**config.mk**
```make
export PLATFORM = sky130hd
export DESIGN_NAME = line_number_escape_filter
export DESIGN_NICKNAME = d
export VERILOG_FILES = /design/src/hdl/lnef_pkg.sv /design/src/hdl/lnef_front.sv /design/src/hdl/lnef_queue.sv /design/src/hdl/lnef_back.sv /design/src/hdl/line_number_escape_filter.sv
export SDC_FILE = /design/constraint.sdc
export NUM_CORES = 1
export LEC_CHECK = 0
export ABC_CLOCK_PERIOD_IN_PS = 4300
export BUFFER_PORTS_ARGS = -buffer_cell sky130_fd_sc_hd__buf_2
export CAP_MARGIN = 20
export CELL_PAD_IN_SITES_DETAIL_PLACEMENT = 1
export CELL_PAD_IN_SITES_GLOBAL_PLACEMENT = 2
export CORE_MARGIN = 5
export CORE_UTILIZATION = 33
export DETAILED_ROUTE_END_ITERATION = 10
export HOLD_SLACK_MARGIN = 0.06
export PLACE_DENSITY = 0.62
export SLEW_MARGIN = 20
export SYNTH_ARGS = -nofsm -noshare
export SYNTH_HDL_FRONTEND = slang
export SYNTH_SLANG_ARGS = --single-unit
export TNS_END_PERCENT = 20
```
**constraint.sdc**
```tcl
create_clock -name clk -period 4.3 [get_ports clk]
set_input_delay 1.29 -clock clk [delete_from_list [all_inputs] [get_ports clk]]
set_output_delay 1.29 -clock clk [all_outputs]
set_load 0.01 [all_outputs]
```
**src/hdl/lnef_pkg.sv**
```systemverilog
// Shared types and constants for the line numbering and escape filter.
package lnef_pkg;

    // Input item and result item as they travel on the ports
    typedef struct packed {
        logic [7:0] in_byte;
        logic       file_start;
    } item_t;

    typedef struct packed {
        logic [7:0] out_byte;
        logic       last;
    } result_t;

    // Configuration bits, one per register
    typedef struct packed {
        logic number_nonblank;
        logic number_all;
        logic squeeze_blank;
        logic show_ends;
        logic show_tabs;
        logic show_nonprinting;
    } cfg_t;

    // How the body of an item is written out
    typedef enum logic [1:0] {
        BODY_PLAIN  = 2'd0,
        BODY_CARET  = 2'd1,
        BODY_DOLLAR = 2'd2
    } body_kind_t;

    // Command handed from the front to the back through the queue
    typedef struct packed {
        logic       do_num;
        body_kind_t kind;
        logic [7:0] body_byte;
    } cmd_t;

    // Register indexes
    localparam logic [2:0] REG_NUMBER_NONBLANK  = 3'd0;
    localparam logic [2:0] REG_NUMBER_ALL       = 3'd1;
    localparam logic [2:0] REG_SQUEEZE_BLANK    = 3'd2;
    localparam logic [2:0] REG_SHOW_ENDS        = 3'd3;
    localparam logic [2:0] REG_SHOW_TABS        = 3'd4;
    localparam logic [2:0] REG_SHOW_NONPRINTING = 3'd5;

    // Characters
    localparam logic [7:0] CHAR_NL     = 8'h0A;
    localparam logic [7:0] CHAR_TAB    = 8'h09;
    localparam logic [7:0] CHAR_CARET  = 8'h5E;
    localparam logic [7:0] CHAR_I      = 8'h49;
    localparam logic [7:0] CHAR_DOLLAR = 8'h24;
    localparam logic [7:0] CHAR_SPACE  = 8'h20;
    localparam logic [7:0] CHAR_ZERO   = 8'h30;

    // Control byte ranges
    localparam logic [7:0] CTRL_LIMIT     = 8'd32;
    localparam logic [7:0] CARET_OFFSET   = 8'd64;
    localparam logic [7:0] PRINT_MAX      = 8'd126;
    localparam logic [7:0] HIGH_CTRL_MAX  = 8'd160;

    // Command queue between front and back
    localparam int QUEUE_DEPTH = 4;
    localparam int QUEUE_AW    = 2;

endpackage

```
**src/hdl/lnef_front.sv**
```systemverilog
// Front end: per-file state, squeeze and numbering decisions, byte classification.
module lnef_front
    import lnef_pkg::*;
#(
    parameter int DIGITS = 6
)
(
    input  logic                  clk,
    input  logic                  rst_n,
    input  cfg_t                  cfg,
    input  logic                  push,
    input  item_t                 item,
    input  logic                  q_full,
    output logic                  full,
    output logic                  q_wr,
    output cmd_t                  q_cmd,
    output logic [4*DIGITS-1:0]   q_digits
);

    localparam int LW = 4 * DIGITS;

    logic [LW-1:0] line_number_reg, line_number_next;
    logic          prev_nl_reg, prev_nl_next;
    logic [1:0]    blank_run_reg, blank_run_next;

    logic [LW-1:0] ln_cur, ln_bumped;
    logic          prev_cur;
    logic [1:0]    run_cur, run_sq;
    logic          accept, is_nl, sq_hit, drop, do_num;
    logic [7:0]    c;

    assign full   = q_full;
    assign accept = push && !q_full;
    assign c      = item.in_byte;
    assign is_nl  = (c == CHAR_NL);

    // State as seen by this item, after a new-file reset
    always_comb
    begin
        ln_cur   = item.file_start ? LW'(1) : line_number_reg;
        prev_cur = item.file_start ? 1'b1 : prev_nl_reg;
        run_cur  = item.file_start ? 2'd0 : blank_run_reg;
    end

    // Squeeze: count newlines after a newline, saturating at two
    always_comb
    begin
        sq_hit = cfg.squeeze_blank && is_nl && prev_cur;
        run_sq = (run_cur == 2'd2) ? 2'd2 : run_cur + 2'd1;
        drop   = sq_hit && (run_sq == 2'd2);
    end

    // Numbering decision; non-blank mode wins
    always_comb
    begin
        if (cfg.number_nonblank)
        begin
            do_num = prev_cur && !is_nl;
        end
        else
        begin
            do_num = prev_cur && cfg.number_all;
        end
    end

    // BCD increment, holding at all nines
    always_comb
    begin
        logic       carry;
        logic       all9;
        logic [3:0] d;
        ln_bumped = ln_cur;
        carry     = 1'b1;
        all9      = 1'b1;
        for (int i = 0; i < DIGITS; i++)
        begin
            d = ln_cur[4*i +: 4];
            if (d != 4'd9)
            begin
                all9 = 1'b0;
            end
            if (carry)
            begin
                ln_bumped[4*i +: 4] = (d == 4'd9) ? 4'd0 : d + 4'd1;
                carry = (d == 4'd9);
            end
        end
        if (all9)
        begin
            ln_bumped = ln_cur;
        end
    end

    // Classify the body of the item
    always_comb
    begin
        q_cmd.do_num    = do_num;
        q_cmd.kind      = BODY_PLAIN;
        q_cmd.body_byte = c;
        if (cfg.show_tabs && c == CHAR_TAB)
        begin
            q_cmd.kind      = BODY_CARET;
            q_cmd.body_byte = CHAR_I;
        end
        else if (cfg.show_ends && is_nl)
        begin
            q_cmd.kind = BODY_DOLLAR;
        end
        else if (cfg.show_nonprinting
                 && (c < CHAR_TAB || (c > CHAR_NL && c < CTRL_LIMIT)))
        begin
            q_cmd.kind      = BODY_CARET;
            q_cmd.body_byte = c + CARET_OFFSET;
        end
        else if (cfg.show_nonprinting && c > PRINT_MAX && c <= HIGH_CTRL_MAX)
        begin
            q_cmd.kind      = BODY_CARET;
            q_cmd.body_byte = c - CARET_OFFSET;
        end
    end

    assign q_wr     = accept && !drop;
    assign q_digits = ln_cur;

    // Next state
    always_comb
    begin
        line_number_next = line_number_reg;
        prev_nl_next     = prev_nl_reg;
        blank_run_next   = blank_run_reg;
        if (accept)
        begin
            blank_run_next = sq_hit ? run_sq : 2'd0;
            if (drop)
            begin
                line_number_next = ln_cur;
                prev_nl_next     = prev_cur;
            end
            else
            begin
                line_number_next = do_num ? ln_bumped : ln_cur;
                prev_nl_next     = is_nl;
            end
        end
    end

    always_ff @(posedge clk or negedge rst_n)
    begin
        if (!rst_n)
        begin
            line_number_reg <= LW'(1);
            prev_nl_reg     <= 1'b1;
            blank_run_reg   <= 2'd0;
        end
        else
        begin
            line_number_reg <= line_number_next;
            prev_nl_reg     <= prev_nl_next;
            blank_run_reg   <= blank_run_next;
        end
    end

endmodule

```
**src/hdl/lnef_queue.sv**
```systemverilog
// Short command queue between the front and the back.
module lnef_queue
    import lnef_pkg::*;
#(
    parameter int DIGITS = 6
)
(
    input  logic                clk,
    input  logic                rst_n,
    input  logic                wr_en,
    input  cmd_t                wr_cmd,
    input  logic [4*DIGITS-1:0] wr_digits,
    input  logic                rd_en,
    output logic                q_full,
    output logic                q_ne,
    output cmd_t                rd_cmd,
    output logic [4*DIGITS-1:0] rd_digits
);

    localparam int LW = 4 * DIGITS;

    cmd_t          cmd_reg   [QUEUE_DEPTH];
    logic [LW-1:0] digit_reg [QUEUE_DEPTH];

    logic [QUEUE_AW-1:0] wr_ptr_reg, wr_ptr_next;
    logic [QUEUE_AW-1:0] rd_ptr_reg, rd_ptr_next;
    logic [QUEUE_AW:0]   count_reg, count_next;

    assign q_full    = (count_reg == (QUEUE_AW+1)'(QUEUE_DEPTH));
    assign q_ne      = (count_reg != '0);
    assign rd_cmd    = cmd_reg[rd_ptr_reg];
    assign rd_digits = digit_reg[rd_ptr_reg];

    // Pointer and fill count
    always_comb
    begin
        wr_ptr_next = wr_en ? wr_ptr_reg + QUEUE_AW'(1) : wr_ptr_reg;
        rd_ptr_next = rd_en ? rd_ptr_reg + QUEUE_AW'(1) : rd_ptr_reg;
        count_next  = count_reg;
        if (wr_en && !rd_en)
        begin
            count_next = count_reg + (QUEUE_AW+1)'(1);
        end
        else if (!wr_en && rd_en)
        begin
            count_next = count_reg - (QUEUE_AW+1)'(1);
        end
    end

    always_ff @(posedge clk or negedge rst_n)
    begin
        if (!rst_n)
        begin
            wr_ptr_reg <= '0;
            rd_ptr_reg <= '0;
            count_reg  <= '0;
        end
        else
        begin
            wr_ptr_reg <= wr_ptr_next;
            rd_ptr_reg <= rd_ptr_next;
            count_reg  <= count_next;
        end
    end

    // Entry storage
    always_ff @(posedge clk)
    begin
        if (wr_en)
        begin
            cmd_reg[wr_ptr_reg]   <= wr_cmd;
            digit_reg[wr_ptr_reg] <= wr_digits;
        end
    end

    a_no_read_empty: assert property (@(posedge clk) disable iff (!rst_n)
        rd_en |-> q_ne)
        else $error("queue read while empty");

    a_no_write_full: assert property (@(posedge clk) disable iff (!rst_n)
        wr_en |-> !q_full)
        else $error("queue written while full");

    a_count_bound: assert property (@(posedge clk) disable iff (!rst_n)
        count_reg <= (QUEUE_AW+1)'(QUEUE_DEPTH))
        else $error("queue fill count beyond depth");

endmodule

```
**src/hdl/lnef_back.sv**
```systemverilog
// Back end: spells out one command as a byte sequence into the result register.
module lnef_back
    import lnef_pkg::*;
#(
    parameter int DIGITS = 6
)
(
    input  logic                clk,
    input  logic                rst_n,
    input  logic                q_ne,
    input  cmd_t                q_cmd,
    input  logic [4*DIGITS-1:0] q_digits,
    output logic                q_rd,
    input  logic                pop,
    output logic                empty,
    output result_t             result
);

    localparam int PW = $clog2(DIGITS + 4);

    logic [PW-1:0] pos_reg, pos_next;
    logic          lead_reg, lead_next;
    logic          out_valid_reg, out_valid_next;
    result_t       out_item_reg;

    logic [PW-1:0] num_len, body_len, body_idx;
    logic          in_num, at_tab, lead_now, is_space, is_last, emit;
    logic [3:0]    digit;
    logic [7:0]    byte_val;

    assign empty  = !out_valid_reg;
    assign result = out_item_reg;

    // Layout of the current command
    always_comb
    begin
        num_len  = q_cmd.do_num ? PW'(DIGITS + 1) : '0;
        body_len = (q_cmd.kind == BODY_PLAIN) ? PW'(1) : PW'(2);
        body_idx = pos_reg - num_len;
        in_num   = q_cmd.do_num && (pos_reg < PW'(DIGITS));
        at_tab   = q_cmd.do_num && (pos_reg == PW'(DIGITS));
        is_last  = (pos_reg == num_len + body_len - PW'(1));
    end

    // Digit at the current position, most significant first
    always_comb
    begin
        digit = 4'd0;
        for (int i = 0; i < DIGITS; i++)
        begin
            if (pos_reg == PW'(DIGITS - 1 - i))
            begin
                digit = q_digits[4*i +: 4];
            end
        end
    end

    // Leading zeros become spaces, the units digit always shows
    always_comb
    begin
        lead_now = (pos_reg == '0) || lead_reg;
        is_space = lead_now && (digit == 4'd0) && (pos_reg != PW'(DIGITS - 1));
    end

    // Byte selection
    always_comb
    begin
        if (in_num)
        begin
            byte_val = is_space ? CHAR_SPACE : (CHAR_ZERO | {4'd0, digit});
        end
        else if (at_tab)
        begin
            byte_val = CHAR_TAB;
        end
        else
        begin
            case (q_cmd.kind)
                BODY_CARET:  byte_val = (body_idx == '0) ? CHAR_CARET : q_cmd.body_byte;
                BODY_DOLLAR: byte_val = (body_idx == '0) ? CHAR_DOLLAR : CHAR_NL;
                default:     byte_val = q_cmd.body_byte;
            endcase
        end
    end

    // Advance when the result register is free or being taken
    assign emit = q_ne && (!out_valid_reg || pop);
    assign q_rd = emit && is_last;

    always_comb
    begin
        pos_next       = pos_reg;
        lead_next      = lead_reg;
        out_valid_next = out_valid_reg;
        if (pop)
        begin
            out_valid_next = 1'b0;
        end
        if (emit)
        begin
            out_valid_next = 1'b1;
            pos_next       = is_last ? '0 : pos_reg + PW'(1);
            if (in_num)
            begin
                lead_next = is_space;
            end
        end
    end

    always_ff @(posedge clk or negedge rst_n)
    begin
        if (!rst_n)
        begin
            pos_reg       <= '0;
            lead_reg      <= 1'b1;
            out_valid_reg <= 1'b0;
        end
        else
        begin
            pos_reg       <= pos_next;
            lead_reg      <= lead_next;
            out_valid_reg <= out_valid_next;
        end
    end

    // Result register
    always_ff @(posedge clk)
    begin
        if (emit)
        begin
            out_item_reg.out_byte <= byte_val;
            out_item_reg.last     <= is_last;
        end
    end

endmodule

```
**src/hdl/line_number_escape_filter.sv**
```systemverilog
// Top level of the line numbering and escape filter with its register port.
// Writes zero to NUMBER_DIGITS+3 result bytes for each byte item (line number
// field and tab, then the byte itself, its caret form or '$' and newline). The
// front accepts an item every cycle while its four-entry command queue has room;
// squeezed blank lines are absorbed there and give no result. The back produces
// one result byte per cycle while a command waits and the result register is
// free or being popped, so throughput is one item per cycle for items that give
// one byte; a longer item holds the back until its last byte is out. An
// accepted item passes the queue, then the result register, before its first
// result byte shows. Registers sit at byte addresses 0, 4, ... 20; only bit 0 of
// each is kept, and each should be written only while no item is in flight.
module line_number_escape_filter
    import lnef_pkg::*;
#(
    parameter int NUMBER_DIGITS = 6
)
(
    input  logic        clk,
    input  logic        rst_n,
    // Item side
    input  logic        push,
    output logic        full,
    input  item_t       item,
    // Result side
    output logic        empty,
    input  logic        pop,
    output result_t     result,
    // Register port
    input  logic        psel,
    input  logic        penable,
    input  logic        pwrite,
    input  logic [4:0]  paddr,
    input  logic [31:0] pwdata,
    output logic [31:0] prdata,
    output logic        pready
);

    localparam int LW = 4 * NUMBER_DIGITS;

    cfg_t          cfg_reg, cfg_next;
    logic [2:0]    reg_idx;
    logic          wr_hit;
    logic          rd_bit;

    logic          q_full, q_ne, q_wr, q_rd;
    cmd_t          wr_cmd, rd_cmd;
    logic [LW-1:0] wr_digits, rd_digits;

    // Register port
    assign pready  = 1'b1;
    assign reg_idx = paddr[4:2];
    assign wr_hit  = psel && penable && pwrite && pready;

    always_comb
    begin
        cfg_next = cfg_reg;
        if (wr_hit)
        begin
            unique case (reg_idx)
                REG_NUMBER_NONBLANK:  cfg_next.number_nonblank  = pwdata[0];
                REG_NUMBER_ALL:       cfg_next.number_all       = pwdata[0];
                REG_SQUEEZE_BLANK:    cfg_next.squeeze_blank    = pwdata[0];
                REG_SHOW_ENDS:        cfg_next.show_ends        = pwdata[0];
                REG_SHOW_TABS:        cfg_next.show_tabs        = pwdata[0];
                REG_SHOW_NONPRINTING: cfg_next.show_nonprinting = pwdata[0];
                default:              cfg_next = cfg_reg;
            endcase
        end
    end

    always_comb
    begin
        unique case (reg_idx)
            REG_NUMBER_NONBLANK:  rd_bit = cfg_reg.number_nonblank;
            REG_NUMBER_ALL:       rd_bit = cfg_reg.number_all;
            REG_SQUEEZE_BLANK:    rd_bit = cfg_reg.squeeze_blank;
            REG_SHOW_ENDS:        rd_bit = cfg_reg.show_ends;
            REG_SHOW_TABS:        rd_bit = cfg_reg.show_tabs;
            REG_SHOW_NONPRINTING: rd_bit = cfg_reg.show_nonprinting;
            default:              rd_bit = 1'b0;
        endcase
    end

    assign prdata = {31'd0, rd_bit};

    always_ff @(posedge clk or negedge rst_n)
    begin
        if (!rst_n)
        begin
            cfg_reg <= '0;
        end
        else
        begin
            cfg_reg <= cfg_next;
        end
    end

    // Front: state and classification
    lnef_front #(
        .DIGITS (NUMBER_DIGITS)
    ) u_front (
        .clk      (clk),
        .rst_n    (rst_n),
        .cfg      (cfg_reg),
        .push     (push),
        .item     (item),
        .q_full   (q_full),
        .full     (full),
        .q_wr     (q_wr),
        .q_cmd    (wr_cmd),
        .q_digits (wr_digits)
    );

    // Command queue
    lnef_queue #(
        .DIGITS (NUMBER_DIGITS)
    ) u_queue (
        .clk       (clk),
        .rst_n     (rst_n),
        .wr_en     (q_wr),
        .wr_cmd    (wr_cmd),
        .wr_digits (wr_digits),
        .rd_en     (q_rd),
        .q_full    (q_full),
        .q_ne      (q_ne),
        .rd_cmd    (rd_cmd),
        .rd_digits (rd_digits)
    );

    // Back: byte sequencer and result register
    lnef_back #(
        .DIGITS (NUMBER_DIGITS)
    ) u_back (
        .clk      (clk),
        .rst_n    (rst_n),
        .q_ne     (q_ne),
        .q_cmd    (rd_cmd),
        .q_digits (rd_digits),
        .q_rd     (q_rd),
        .pop      (pop),
        .empty    (empty),
        .result   (result)
    );

endmodule
```
==> qor_table.md, run 1 <==
| Result | Reported |
| --- | --- |
| Outcome | complete, no violations |
| TritonCTS clock tree | built |
| Count of cell types in the netlist | 74 |
| Area after detailed placement | 9970 um2 |
| Worst reg2reg startpoint | u_queue.rd_ptr_reg[0]$_DFFE_PN0P_ |
| GR Overflow Total | 0 |
| Crit path required time | 3010 ps |
| Count of pins over their slew limit | 0 |
| Number of warnings printed during yosys synthesis | 0 |
| Setup Crit Path Kind | in2out |
| Power density over the cells | 628 nW/um2 |
| Fraction of registers with async set/reset | 0.236 |
| Synth Area in Adders | 0.0326 |
| Final worst path period share | 0.819 |
| Final Hold Viols | 0 |
| Vias | 5778 |
| Global route hottest layer | met2 |
| Flip-flop count of the largest register, all copies and words added | 96 |
| Clock slew at the register clock pins of the worst setup and hold paths | 80 ps |
| Placed wire-length estimate after detailed placement | 15500 um |
| Final standard cell count with taps included and fillers excluded | 1149 |
| Placer Congestion | 0.747 |
| Worst r2r dst | u_back.result[4]$_DFFE_PP_ |
| Per-cell via count in the routed design | 5.03 |
| Multiplexer share of the synthesized area | 0.0995 |
| Clock period minus worst slack | 3520 ps |
| Number of filler instances in the final layout | 3018 |
| Met3 global-route usage | 0.0285 |
| PnR worst setup slack | 780 ps |
| Setup clock skew after layout | 18.5 ps |
| Port Buffers | 31 |
| Timing startpoint of the critical path | paddr[2] |
| Maximum number of pins on one net before global-route repair | 38 |
| Proportion of layout cells with a drive suffix above 1 | 0.171 |
| EDFF count, synth | 149 |
| Leakage | 3.97 nW |
| Largest fanout of any net on the critical path | 9 |
| DRC marker count from the first detailed-route iteration | 297 |
| Synth top area share | 0.474 |
| Clock root buffer | sky130_fd_sc_hd__clkbuf_16 |
| Boundary pin count | 97 |
| Cell type contributing the most total cell area after synthesis | sky130_fd_sc_hd__edfxtp_1 |
| Number of setup buffers added after CTS | 0 |
| Core area | 28500 um2 |
| Maximum VDD drop | 0.000243 V |
| Num rows | 62 |
| Per-cell routed wire length | 19.2 um |
| Top post-synthesis cells by area | sky130_fd_sc_hd__edfxtp_1, sky130_fd_sc_hd__dfrtp_1, sky130_fd_sc_hd__mux4_2, sky130_fd_sc_hd__ha_1, sky130_fd_sc_hd__buf_4 |
| Sequential share of the synthesized area | 0.596 |
| Start point of the worst min-delay path | u_queue.count_reg[2]$_DFFE_PN0P_ |
| Number of iterations in the first detailed-routing pass | 5 |
| Critical Path Start Type | primary input |
| Clk Latency, worst-skew pair | 450 ps |
| Placed Instances | 1117 |
| Number of nets with antenna violations after detailed routing | 0 |
| Cell area after layout | 10600 um2 |
| Met2 Usage GRT | 0.232 |
| Slew headroom | 0.372 |
| Die extent in x | 179 um |
| Num CTS Buffers | 17 |
| Commonest cells after routing, fill and taps aside | sky130_fd_sc_hd__edfxtp_1, sky130_fd_sc_hd__nand2_1, sky130_fd_sc_hd__dfrtp_1, sky130_fd_sc_hd__nor2_1, sky130_fd_sc_hd__conb_1 |
| Number of maximum-capacitance constraint violations | 0 |
| Post-Syn Instances | 723 |
| Synth Area in XOR/XNOR | 0.0102 |
| Worst-margin pin slew | 942 ps |
| Clock buffer depth | 2 |
| Mean area per synthesized cell | 13.1 um2 |
| CTS Sinks | 195 |
| Tightest hold margin | 490 ps |
| Layout Utilization | 0.371 |
| Die ar. | 32100 um2 |
| Initial core utilization | 0.332 |
| Setup WS pre-CTS | 443 ps |
| Met1 routing resource usage after global routing | 0.199 |
| Wire length reported by the detailed router | 22000 um |
| Basic-gate share of the synthesized area counting and, or, nand and nor cells | 0.114 |
| Most instantiated flip-flop cell in the synthesis netlist | sky130_fd_sc_hd__edfxtp_1 |
| Worst reg2reg setup slack | 780 ps |
| Cts hold-fix bufs | 0 |
| Final number of setup-violating endpoints | 0 |
| H-tree depth reported by CTS | 4 |
| Wire length of the first global-routing pass | 35500 um |
| Area Growth Syn to Fin | 11.9% |
| Tightest Hold Check Type | reg2reg |
| Setup TNS Final | 0 ps |
| Synthesized flop and latch total | 195 |
| Most common cell after layout, fill and taps aside | sky130_fd_sc_hd__edfxtp_1 |
| Number of antenna violations at the first check in global routing | 0 |
| Hold Path Depth | 1 |
| Timing-limited maximum frequency | 284 MHz |
| Total inserted antenna cells | 0 |
| Netlist area before placement | 9440 um2 |
| R2R depth | 11 |
| Critical path capture point type | output port |
| All-Layer GR Usage | 0.144 |
| Number of remaining DRC errors | 0 |
| Resize count post-CTS | 0 |
| Total power after layout | 6.63 mW |
| Die height | 179 um |
| Final #Nets | 829 |
| RSZ-0062 raised after global routing | false |
| Hold worst-path end | u_queue.count_reg[2]$_DFFE_PN0P_ |
| Vias in the first global route | 6168 |
| Dominant combinational cell family by area after synthesis | simple AND/OR/NAND/NOR gates |
| Data arrival time at the worst-slack endpoint | 2230 ps |
| Complex-gate fraction of the synthesized area | 0.0909 |
-- worst max-delay path, stage by stage --
cell and delay (ps):
sky130_fd_sc_hd__buf_2 170, sky130_fd_sc_hd__mux2_2 350, sky130_fd_sc_hd__a22oi_1 180, sky130_fd_sc_hd__o22ai_1 90
sky130_fd_sc_hd__buf_2 150
-- cells in the mapped netlist, types with 4 or more instances --
master	number
sky130_fd_sc_hd__and2_1	6
sky130_fd_sc_hd__ha_1	23
sky130_fd_sc_hd__edfxtp_1	149
sky130_fd_sc_hd__nand2b_1	18
sky130_fd_sc_hd__o31ai_1	4
sky130_fd_sc_hd__xnor2_1	7
sky130_fd_sc_hd__buf_4	34
sky130_fd_sc_hd__dfrtp_1	43
sky130_fd_sc_hd__clkbuf_1	24
sky130_fd_sc_hd__nand2_1	46
sky130_fd_sc_hd__xor2_1	4
sky130_fd_sc_hd__nor4_1	5
sky130_fd_sc_hd__nand4_1	7
sky130_fd_sc_hd__mux2_2	12
sky130_fd_sc_hd__nand3_1	10
sky130_fd_sc_hd__buf_2	9
sky130_fd_sc_hd__a31oi_1	8
sky130_fd_sc_hd__nor2b_1	21
sky130_fd_sc_hd__a21oi_1	24
sky130_fd_sc_hd__inv_1	27
sky130_fd_sc_hd__mux2i_1	23
sky130_fd_sc_hd__o21a_1	4
sky130_fd_sc_hd__a22oi_1	5
sky130_fd_sc_hd__mux4_2	25
sky130_fd_sc_hd__o21ai_1	11
sky130_fd_sc_hd__nor2_1	40
sky130_fd_sc_hd__o22ai_1	19
sky130_fd_sc_hd__and4_1	6
sky130_fd_sc_hd__o21ai_0	24
sky130_fd_sc_hd__nor3_1	14
sky130_fd_sc_hd__nor3b_1	7
-- how the worst max path moves through the flow --
stage	end	slack [ps]	cells after the start
floorplan	u_queue.cmd_reg[3][0]$_DFFE_PP_	-5	10
global placement	u_front.line_number_reg[11]$_DFFE_PN0P_	650	10
detailed placement	u_front.line_number_reg[5]$_DFFE_PN0P_	440	10
CTS	u_queue.count_reg[1]$_DFFE_PN0P_	740	11
global route	u_back.result[4]$_DFFE_PP_	570	11
finish	prdata[0]	780	5
-- cell families (layout without fill, tap and decap cells) --
family,count (synthesis),count (layout)
adder cells (fa/ha/maj),24,24
XOR/XNOR,11,11
other,2,32
multiplexers,61,61
flip-flops,195,195
AND/OR/NAND/NOR,200,200
AO/OA/AOI/OAI,131,131
buffers and inverters,99,111
-- report_power, final --
group	internal, mW	switching, mW	leakage, nW
combinational	0.939	1.38	1.63
sequential	2.50	0.215	2.05
clock	0.829	0.775	0.291
total	4.27	2.37	3.97
-- cell type report --
class,count,area (um2),share of cell area
Clock buffer,17,425,0.0403
Multi-Input combinational cell,459,3400,0.322
Clock inverter,15,170,0.0161
Tap cell,384,480,0.0455
Sequential cell,195,5630,0.533
Timing Repair Buffer,50,348,0.0329
Inverter,29,109,0.0103
-- layer usage --
layer  part of all wire  vias up
li1                   -     2701
met5                  0        -
met2               0.48       81
met1               0.48     2969
met3              0.027       27
met4              0.015        0
No activity file was read; power rests on OpenSTA's default activity.
==> run 2, diff against run 1 <==
--- a/config.mk
+++ b/config.mk
@@ -5,7 +5,7 @@
 export SDC_FILE = /design/constraint.sdc
 export NUM_CORES = 1
 export LEC_CHECK = 0
-export ABC_CLOCK_PERIOD_IN_PS = 4300
+export ABC_CLOCK_PERIOD_IN_PS = 3300
 export BUFFER_PORTS_ARGS = -buffer_cell sky130_fd_sc_hd__buf_2
 export CAP_MARGIN = 20
 export CELL_PAD_IN_SITES_DETAIL_PLACEMENT = 1
==> constraint.sdc (replaced) <==
create_clock -name clk -period 3.3 [get_ports clk]
set_input_delay 0.99 -clock clk [delete_from_list [all_inputs] [get_ports clk]]
set_output_delay 0.99 -clock clk [all_outputs]
set_load 0.01 [all_outputs]
==> run 2 against run 1 <==
Wire length increased by 3.4%. Count of clock-buffer cells in the layout unchanged. Global-route usage increased by 0.30 points. Core utilization increased by 0.99 points. Largest power group unchanged. Highest routed layer unchanged. Largest cell class unchanged. Clock skew increased by 5.0 ps. Non-clock buffer count increased by 32.
==> qor_table.md, run 2 (same netlist as run 1, synthesis figures left out) <==
| Result | Reported | Delta |
| --- | --- | --- |
| Initial core utilization | 0.332 | unchanged |
| Number of nets with antenna violations after detailed routing | 0 | unchanged |
| Number of maximum-capacitance constraint violations | 0 | unchanged |
| Clk Latency, worst-skew pair | 430 ps | was 450 ps |
| R2R depth | 12 | was 11 |
| Port Buffers | 31 | unchanged |
| Tightest hold margin | 481 ps | was 490 ps |
| Total inserted antenna cells | 0 | unchanged |
| Num rows | 62 | unchanged |
| Maximum number of pins on one net before global-route repair | 36 | was 38 |
| Core area | 28500 um2 | unchanged |
| Critical Path Start Type | flip-flop | was primary input |
| Final worst path period share | 0.962 |  |
| Count of pins over their slew limit | 0 | unchanged |
| Wire length reported by the detailed router | 22800 um | was 22000 um |
| Hold Path Depth | 2 | was 1 |
| Per-cell routed wire length | 19.3 um | was 19.2 um |
| Num CTS Buffers | 17 | unchanged |
| Most common cell after layout, fill and taps aside | sky130_fd_sc_hd__edfxtp_1 | unchanged |
| Setup clock skew after layout | 23.5 ps | was 18.5 ps |
| Hold worst-path end | u_front.prev_nl_reg$_DFFE_PN1P_ | was u_queue.count_reg[2]$_DFFE_PN0P_ |
| Proportion of layout cells with a drive suffix above 1 | 0.217 | was 0.171 |
| Setup Crit Path Kind | reg2reg | was in2out |
| Clock slew at the register clock pins of the worst setup and hold paths | 80 ps | about the same |
| TritonCTS clock tree | built | unchanged |
| Placed Instances | 1145 | was 1117 |
| Resize count post-CTS | 0 | unchanged |
| Outcome | complete, no violations | unchanged |
| Data arrival time at the worst-slack endpoint | 3480 ps | was 2230 ps |
| Die height | 179 um | unchanged |
| DRC marker count from the first detailed-route iteration | 283 | was 297 |
| Leakage | 4.13 nW | was 3.97 nW |
| Clock period minus worst slack | 3170 ps |  |
| Clock buffer depth | 2 | unchanged |
| Boundary pin count | 97 | unchanged |
| Vias | 5937 | was 5778 |
| Placer Congestion | 0.842 | was 0.747 |
| All-Layer GR Usage | 0.148 | was 0.144 |
| Final standard cell count with taps included and fillers excluded | 1180 | was 1149 |
| Tightest Hold Check Type | reg2reg | unchanged |
| Commonest cells after routing, fill and taps aside | sky130_fd_sc_hd__edfxtp_1, sky130_fd_sc_hd__nand2_1, sky130_fd_sc_hd__buf_4, sky130_fd_sc_hd__dfrtp_1, sky130_fd_sc_hd__nor2_1 | was sky130_fd_sc_hd__edfxtp_1, sky130_fd_sc_hd__nand2_1, sky130_fd_sc_hd__dfrtp_1, sky130_fd_sc_hd__nor2_1, sky130_fd_sc_hd__conb_1 |
| Total area of multi-input combinational cells | 3440 um2 | was 3400 um2 |
| Area Growth Syn to Fin | 14.9% | was 11.9% |
| Start point of the worst min-delay path | u_front.prev_nl_reg$_DFFE_PN1P_ | was u_queue.count_reg[2]$_DFFE_PN0P_ |
| Per-cell via count in the routed design | 5.03 | about the same |
| Wire length of the first global-routing pass | 36100 um | was 35500 um |
| H-tree depth reported by CTS | 4 | unchanged |
| Die extent in x | 179 um | unchanged |
| Critical path capture point type | flip-flop | was output port |
| CTS Sinks | 195 | unchanged |
| Layout Utilization | 0.381 | was 0.371 |
| Crit path required time | 3610 ps | was 3010 ps |
| Clock root buffer | sky130_fd_sc_hd__clkbuf_16 | unchanged |
| Final Hold Viols | 0 | unchanged |
| Number of iterations in the first detailed-routing pass | 4 | was 5 |
| Number of remaining DRC errors | 0 | unchanged |
| Maximum VDD drop | 0.000377 V | was 0.000243 V |
| Die ar. | 32100 um2 | unchanged |
| Number of antenna violations at the first check in global routing | 0 | unchanged |
| Sequential Area | 5630 um2 | unchanged |
| Worst r2r dst | u_queue.count_reg[1]$_DFFE_PN0P_ | was u_back.result[4]$_DFFE_PP_ |
| Timing-limited maximum frequency | 315 MHz |  |
| Number of filler instances in the final layout | 3028 | was 3018 |
| Worst-margin pin slew | 736 ps | was 942 ps |
| Power density over the cells | 813 nW/um2 | was 628 nW/um2 |
| Final number of setup-violating endpoints | 0 | unchanged |
| Flip-flop count of the largest register, all copies and words added | 96 | unchanged |
| Placed wire-length estimate after detailed placement | 16400 um | was 15500 um |
| Worst reg2reg startpoint | u_queue.rd_ptr_reg[0]$_DFFE_PN0P_ | unchanged |
| Largest fanout of any net on the critical path | 6 | was 9 |
| RSZ-0062 raised after global routing | true | was false |
| Slew headroom | 0.507 | was 0.372 |
| Worst reg2reg setup slack | 130 ps | was 780 ps |
| Final #Nets | 861 | was 829 |
| Vias in the first global route | 6383 | was 6168 |
| GR Overflow Total | 0 | unchanged |
run 2: cell types whose count changed in the layout (fill, tap and decap cells not counted), sizes merged:
| cell | delta |
|---|---|
| buf | +32 |
| bufinv | -1 |
| clkinv | -3 |
| clkinvlp | +1 |
| inv | +2 |
run 2: power breakdown:
part           internal (mW)  switching, mW
sequential              3.25          0.302
combinational           1.40           1.84
clock                   1.01           1.01
total                   5.67           3.16
run 2: through the flow:
stage	cell area [um2]	TNS, ps	total power, mW	setup slack [ps]
floorplan	9630	-894	5.79	-182
detailed placement	10200	-15.4	6.89	-15.4
CTS	10800	0	8.94	43.3
global route	10800	-23.3	9.41	-16.5
global placement	10200	0	6.76	52.2
finish	10800	0	8.82	127
run 2: final cells by class:
cell class | instances | share of cell area
Clock buffer | 17 | 0.0392
Clock inverter | 14 | 0.0133
Inverter | 29 | 0.0100
Multi-Input combinational cell | 459 | 0.317
Sequential cell | 195 | 0.519
Tap cell | 384 | 0.0443
Timing Repair Buffer | 82 | 0.0565
run 2: how the worst max path moves through the flow:
stage,slack [ps],start,cells after the start,to
global placement,50,item[0],13,u_queue.count_reg[2]$_DFFE_PN0P_
CTS,40,u_queue.rd_ptr_reg[0]$_DFFE_PN0P_,14,u_queue.count_reg[2]$_DFFE_PN0P_
floorplan,-180,u_queue.rd_ptr_reg[0]$_DFFE_PN0P_,16,u_queue.count_reg[1]$_DFFE_PN0P_
detailed placement,-20,item[0],10,u_front.line_number_reg[11]$_DFFE_PN0P_
finish,130,u_queue.rd_ptr_reg[0]$_DFFE_PN0P_,12,u_queue.count_reg[1]$_DFFE_PN0P_
global route,-20,u_queue.rd_ptr_reg[0]$_DFFE_PN0P_,14,u_queue.count_reg[2]$_DFFE_PN0P_
run 2: metal layers:
layer	vias to the layer above	global-route usage	wire [um]
met4	0	0.0317	227
met5	-	0	0
met3	17	0.0247	576
li1	2766	-	-
met2	99	0.245	11100
met1	3055	0.205	10900
run 2: critical path, stage by stage (launching register included):
cell                      delay [ps]
sky130_fd_sc_hd__dfrtp_2         500
sky130_fd_sc_hd__mux4_2          580
sky130_fd_sc_hd__inv_2           110
sky130_fd_sc_hd__ha_4            150
sky130_fd_sc_hd__inv_2            40
sky130_fd_sc_hd__ha_4            230
sky130_fd_sc_hd__xor2_1          160
sky130_fd_sc_hd__nor3_2          190
sky130_fd_sc_hd__nand2_1         140
sky130_fd_sc_hd__ha_2            220
sky130_fd_sc_hd__inv_2            50
sky130_fd_sc_hd__fa_1            410
sky130_fd_sc_hd__mux2_4          270
run 2: timing repair:
action | 4_1_cts | 5_1_grt
endpoints found under the setup margin | 0 | 4
hold buffers | 0 | 0
endpoints found under the hold margin | 0 | 0
setup buffers | 0 | 4
==> run 3, diff against run 2 <==
--- a/config.mk
+++ b/config.mk
@@ -8,13 +8,13 @@
 export ABC_CLOCK_PERIOD_IN_PS = 3300
 export BUFFER_PORTS_ARGS = -buffer_cell sky130_fd_sc_hd__buf_2
 export CAP_MARGIN = 20
-export CELL_PAD_IN_SITES_DETAIL_PLACEMENT = 1
-export CELL_PAD_IN_SITES_GLOBAL_PLACEMENT = 2
+export CELL_PAD_IN_SITES_DETAIL_PLACEMENT = 0
+export CELL_PAD_IN_SITES_GLOBAL_PLACEMENT = 1
 export CORE_MARGIN = 5
 export CORE_UTILIZATION = 33
 export DETAILED_ROUTE_END_ITERATION = 10
 export HOLD_SLACK_MARGIN = 0.06
-export PLACE_DENSITY = 0.62
+export PLACE_DENSITY = 0.54
 export SLEW_MARGIN = 20
 export SYNTH_ARGS = -nofsm -noshare
 export SYNTH_HDL_FRONTEND = slang
==> run 3 against run 2 <==
Die area stayed put. Critical endpoint is now u_back.result[4]$_DFFE_PP_. Sequential power is 1% lower. First-iteration DRC count is 25% higher. Worst hold slack worse by 3.6 ps. Largest power group unchanged. Critical path type unchanged. Count of clock-buffer cells in the layout is 1 higher. Highest routed layer unchanged. Global-route usage is 1.4 points lower. Largest cell class unchanged. Clock skew is 10 ps lower. Clock power is 7% higher. Core utilization is 0.092 points lower.
==> qor_table.md, run 3 (same netlist as run 1, synthesis figures left out) <==
| Result | Reported | Delta |
| --- | --- | --- |
| Outcome | complete, no violations | unchanged |
| Wire length reported by the detailed router | 20800 um | was 22800 um |
| Number of setup buffers added after CTS | 0 | unchanged |
| Num CTS Buffers | 17 | unchanged |
| Leakage | 4.11 nW | was 4.13 nW |
| Worst-margin pin slew | 828 ps | was 736 ps |
| Wire length of the first global-routing pass | 32900 um | was 36100 um |
| CTS Sinks | 195 | unchanged |
| Core area | 28500 um2 | unchanged |
| Port Buffers | 31 | unchanged |
| Die ar. | 32100 um2 | unchanged |
| Clock slew at the register clock pins of the worst setup and hold paths | 80 ps | about the same |
| Die extent in x | 179 um | unchanged |
| Placer Congestion | 0.845 | was 0.842 |
| Most Frequent Cell on Critical Path | sky130_fd_sc_hd__a21oi_1 | was sky130_fd_sc_hd__inv_2 |
| Vias in the first global route | 5798 | was 6383 |
| Die height | 179 um | unchanged |
| Initial core utilization | 0.332 | unchanged |
| Clock period minus worst slack | 3120 ps | was 3170 ps |
| Data arrival time at the worst-slack endpoint | 3280 ps | was 3480 ps |
| Tightest Hold Check Type | reg2reg | unchanged |
| Series of cell instances along the critical path | mux4_2 -> inv_2 -> ha_1 -> nor4bb_1 -> a21oi_1 -> o22ai_1 -> nand3_1 -> mux2_2 -> a221oi_2 -> a21oi_1 | was mux4_2 -> inv_2 -> ha_4 -> inv_2 -> ha_4 -> xor2_1 -> nor3_2 -> nand2_1 -> ha_2 -> inv_2 -> fa_1 -> mux2_4 |
| All-Layer GR Usage | 0.134 | was 0.148 |
| Power density over the cells | 816 nW/um2 | was 813 nW/um2 |
| Commonest cells after routing, fill and taps aside | sky130_fd_sc_hd__edfxtp_1, sky130_fd_sc_hd__nand2_1, sky130_fd_sc_hd__dfrtp_1, sky130_fd_sc_hd__nor2_1, sky130_fd_sc_hd__buf_4 | was sky130_fd_sc_hd__edfxtp_1, sky130_fd_sc_hd__nand2_1, sky130_fd_sc_hd__buf_4, sky130_fd_sc_hd__dfrtp_1, sky130_fd_sc_hd__nor2_1 |
| Critical path capture point type | flip-flop | unchanged |
| Boundary pin count | 97 | unchanged |
| Clk Latency, worst-skew pair | 430 ps | about the same |
| Critical Path Start Type | flip-flop | unchanged |
| Per-cell via count in the routed design | 4.94 | was 5.03 |
| RSZ-0062 raised after global routing | false | was true |
| Crit-path max cell delay | 610 ps | was 580 ps |
| Final Hold Viols | 0 | unchanged |
| Count of pins over their slew limit | 0 | unchanged |
| Setup clock skew after layout | 13.3 ps | was 23.5 ps |
| Maximum number of pins on one net before global-route repair | 38 | was 36 |
| Vias | 5780 | was 5937 |
| Cell area after layout | 10800 um2 | about the same |
| Layout Utilization | 0.380 | was 0.381 |
| Clock root buffer | sky130_fd_sc_hd__clkbuf_16 | unchanged |
| Largest fanout of any net on the critical path | 5 | was 6 |
| CP max stage cell | sky130_fd_sc_hd__mux4_2 | unchanged |
| Total power after layout | 8.82 mW | about the same |
| Number of nets with antenna violations after detailed routing | 0 | unchanged |
| Number of remaining DRC errors | 0 | unchanged |
| Area after detailed placement | 10200 um2 | about the same |
| Crit path required time | 3450 ps | was 3610 ps |
| Cts hold-fix bufs | 0 | unchanged |
| Number of maximum-capacitance constraint violations | 0 | unchanged |
| GR Overflow Total | 0 | unchanged |
| Final #Nets | 851 | was 861 |
| Final worst path period share | 0.946 | was 0.962 |
| Final number of setup-violating endpoints | 0 | unchanged |
| Flip-flop count of the largest register, all copies and words added | 96 | unchanged |
| Placed wire-length estimate after detailed placement | 14600 um | was 16400 um |
| Area Growth Syn to Fin | 14.6% | was 14.9% |
| Number of antenna violations at the first check in global routing | 0 | unchanged |
| Slew headroom | 0.445 | was 0.507 |
| Num rows | 62 | unchanged |
| H-tree depth reported by CTS | 4 | unchanged |
| Timing-limited maximum frequency | 320 MHz | was 315 MHz |
| Number of buffer and inverter stages on the critical path | 1 | was 3 |
| TritonCTS clock tree | built | unchanged |
| Proportion of layout cells with a drive suffix above 1 | 0.212 | was 0.217 |
| Maximum VDD drop | 0.000415 V | was 0.000377 V |
| DRC marker count from the first detailed-route iteration | 354 | was 283 |
| Total inserted antenna cells | 0 | unchanged |
| Setup Crit Path Kind | reg2reg | unchanged |
| CP delay by family, top | multiplexers | was adder cells |
| Clock buffer depth | 2 | unchanged |
| Per-cell routed wire length | 17.7 um | was 19.3 um |
| Most common cell after layout, fill and taps aside | sky130_fd_sc_hd__edfxtp_1 | unchanged |
| Number of iterations in the first detailed-routing pass | 5 | was 4 |
-- run 3: cell types whose count changed in the layout (fill, tap and decap cells not counted), moves of 2 or more --
cell,previous run,this run
sky130_fd_sc_hd__clkinv_8,2,4
sky130_fd_sc_hd__buf_12,6,4
sky130_fd_sc_hd__buf_4,45,38
sky130_fd_sc_hd__inv_8,5,3
-- run 3: where the power goes --
part | internal (mW) | switching, mW
combinational | 1.33 | 1.82
clock | 1.14 | 1.01
sequential | 3.25 | 0.269
-- run 3: final cells by class --
class | instances | area, um2
fill | 2763 | 17700
clock inverter | 14 | 181
tap | 384 | 480
multi-input combinational | 459 | 3450
timing repair buffer | 72 | 515
inverter | 29 | 109
sequential | 195 | 5630
clock buffer | 18 | 450
-- run 3: worst paths after layout --
kind,start,endpoint,slack (ps),cells past startpoint
setup reg to reg,u_queue.rd_ptr_reg[0]$_DFFE_PN0P_,u_back.result[4]$_DFFE_PP_,180,10
setup / recovery,u_queue.rd_ptr_reg[0]$_DFFE_PN0P_,u_back.result[4]$_DFFE_PP_,180,10
hold reg to reg,u_front.prev_nl_reg$_DFFE_PN1P_,u_front.prev_nl_reg$_DFFE_PN1P_,480,2
max in group asynchronous,rst_n,u_front.line_number_reg[13]$_DFFE_PN0P_,2150,2
min in group asynchronous,rst_n,u_queue.count_reg[0]$_DFFE_PN0P_,540,1
hold / removal,u_front.prev_nl_reg$_DFFE_PN1P_,u_front.prev_nl_reg$_DFFE_PN1P_,480,2
-- run 3: what timing repair did --
item                       CTS  global route
setup endpoints to repair    0             2
resized for setup            0             2
hold endpoints to repair     0             0
-- run 3: stage by stage --
step	TNS [ps]	instances	hold WS, ps	setup WS, ps
floorplan	-894	753	446	-182
global placement	0	1139	462	103
detailed placement	0	1139	465	58.0
CTS	0	1171	480	82.0
global route	0	1171	523	20.0
finish	0	1171	478	178
-- run 3: metal layers --
layer  wire length (um)  track usage
met1              10300        0.196
met2               9520        0.206
met3                590       0.0230
met4                321       0.0362
met5                  0            0
-- run 3: worst register-to-register path: cells and delay by family, from the launching register on --
kind                       cells  cell delay (ps)
muxes                          2              910
buffers and inverters          1              130
and+or+nand+nor                2              400
DFF                            1              450
adders and majority gates      1              260
AOI/OAI and AO/OA              4              690
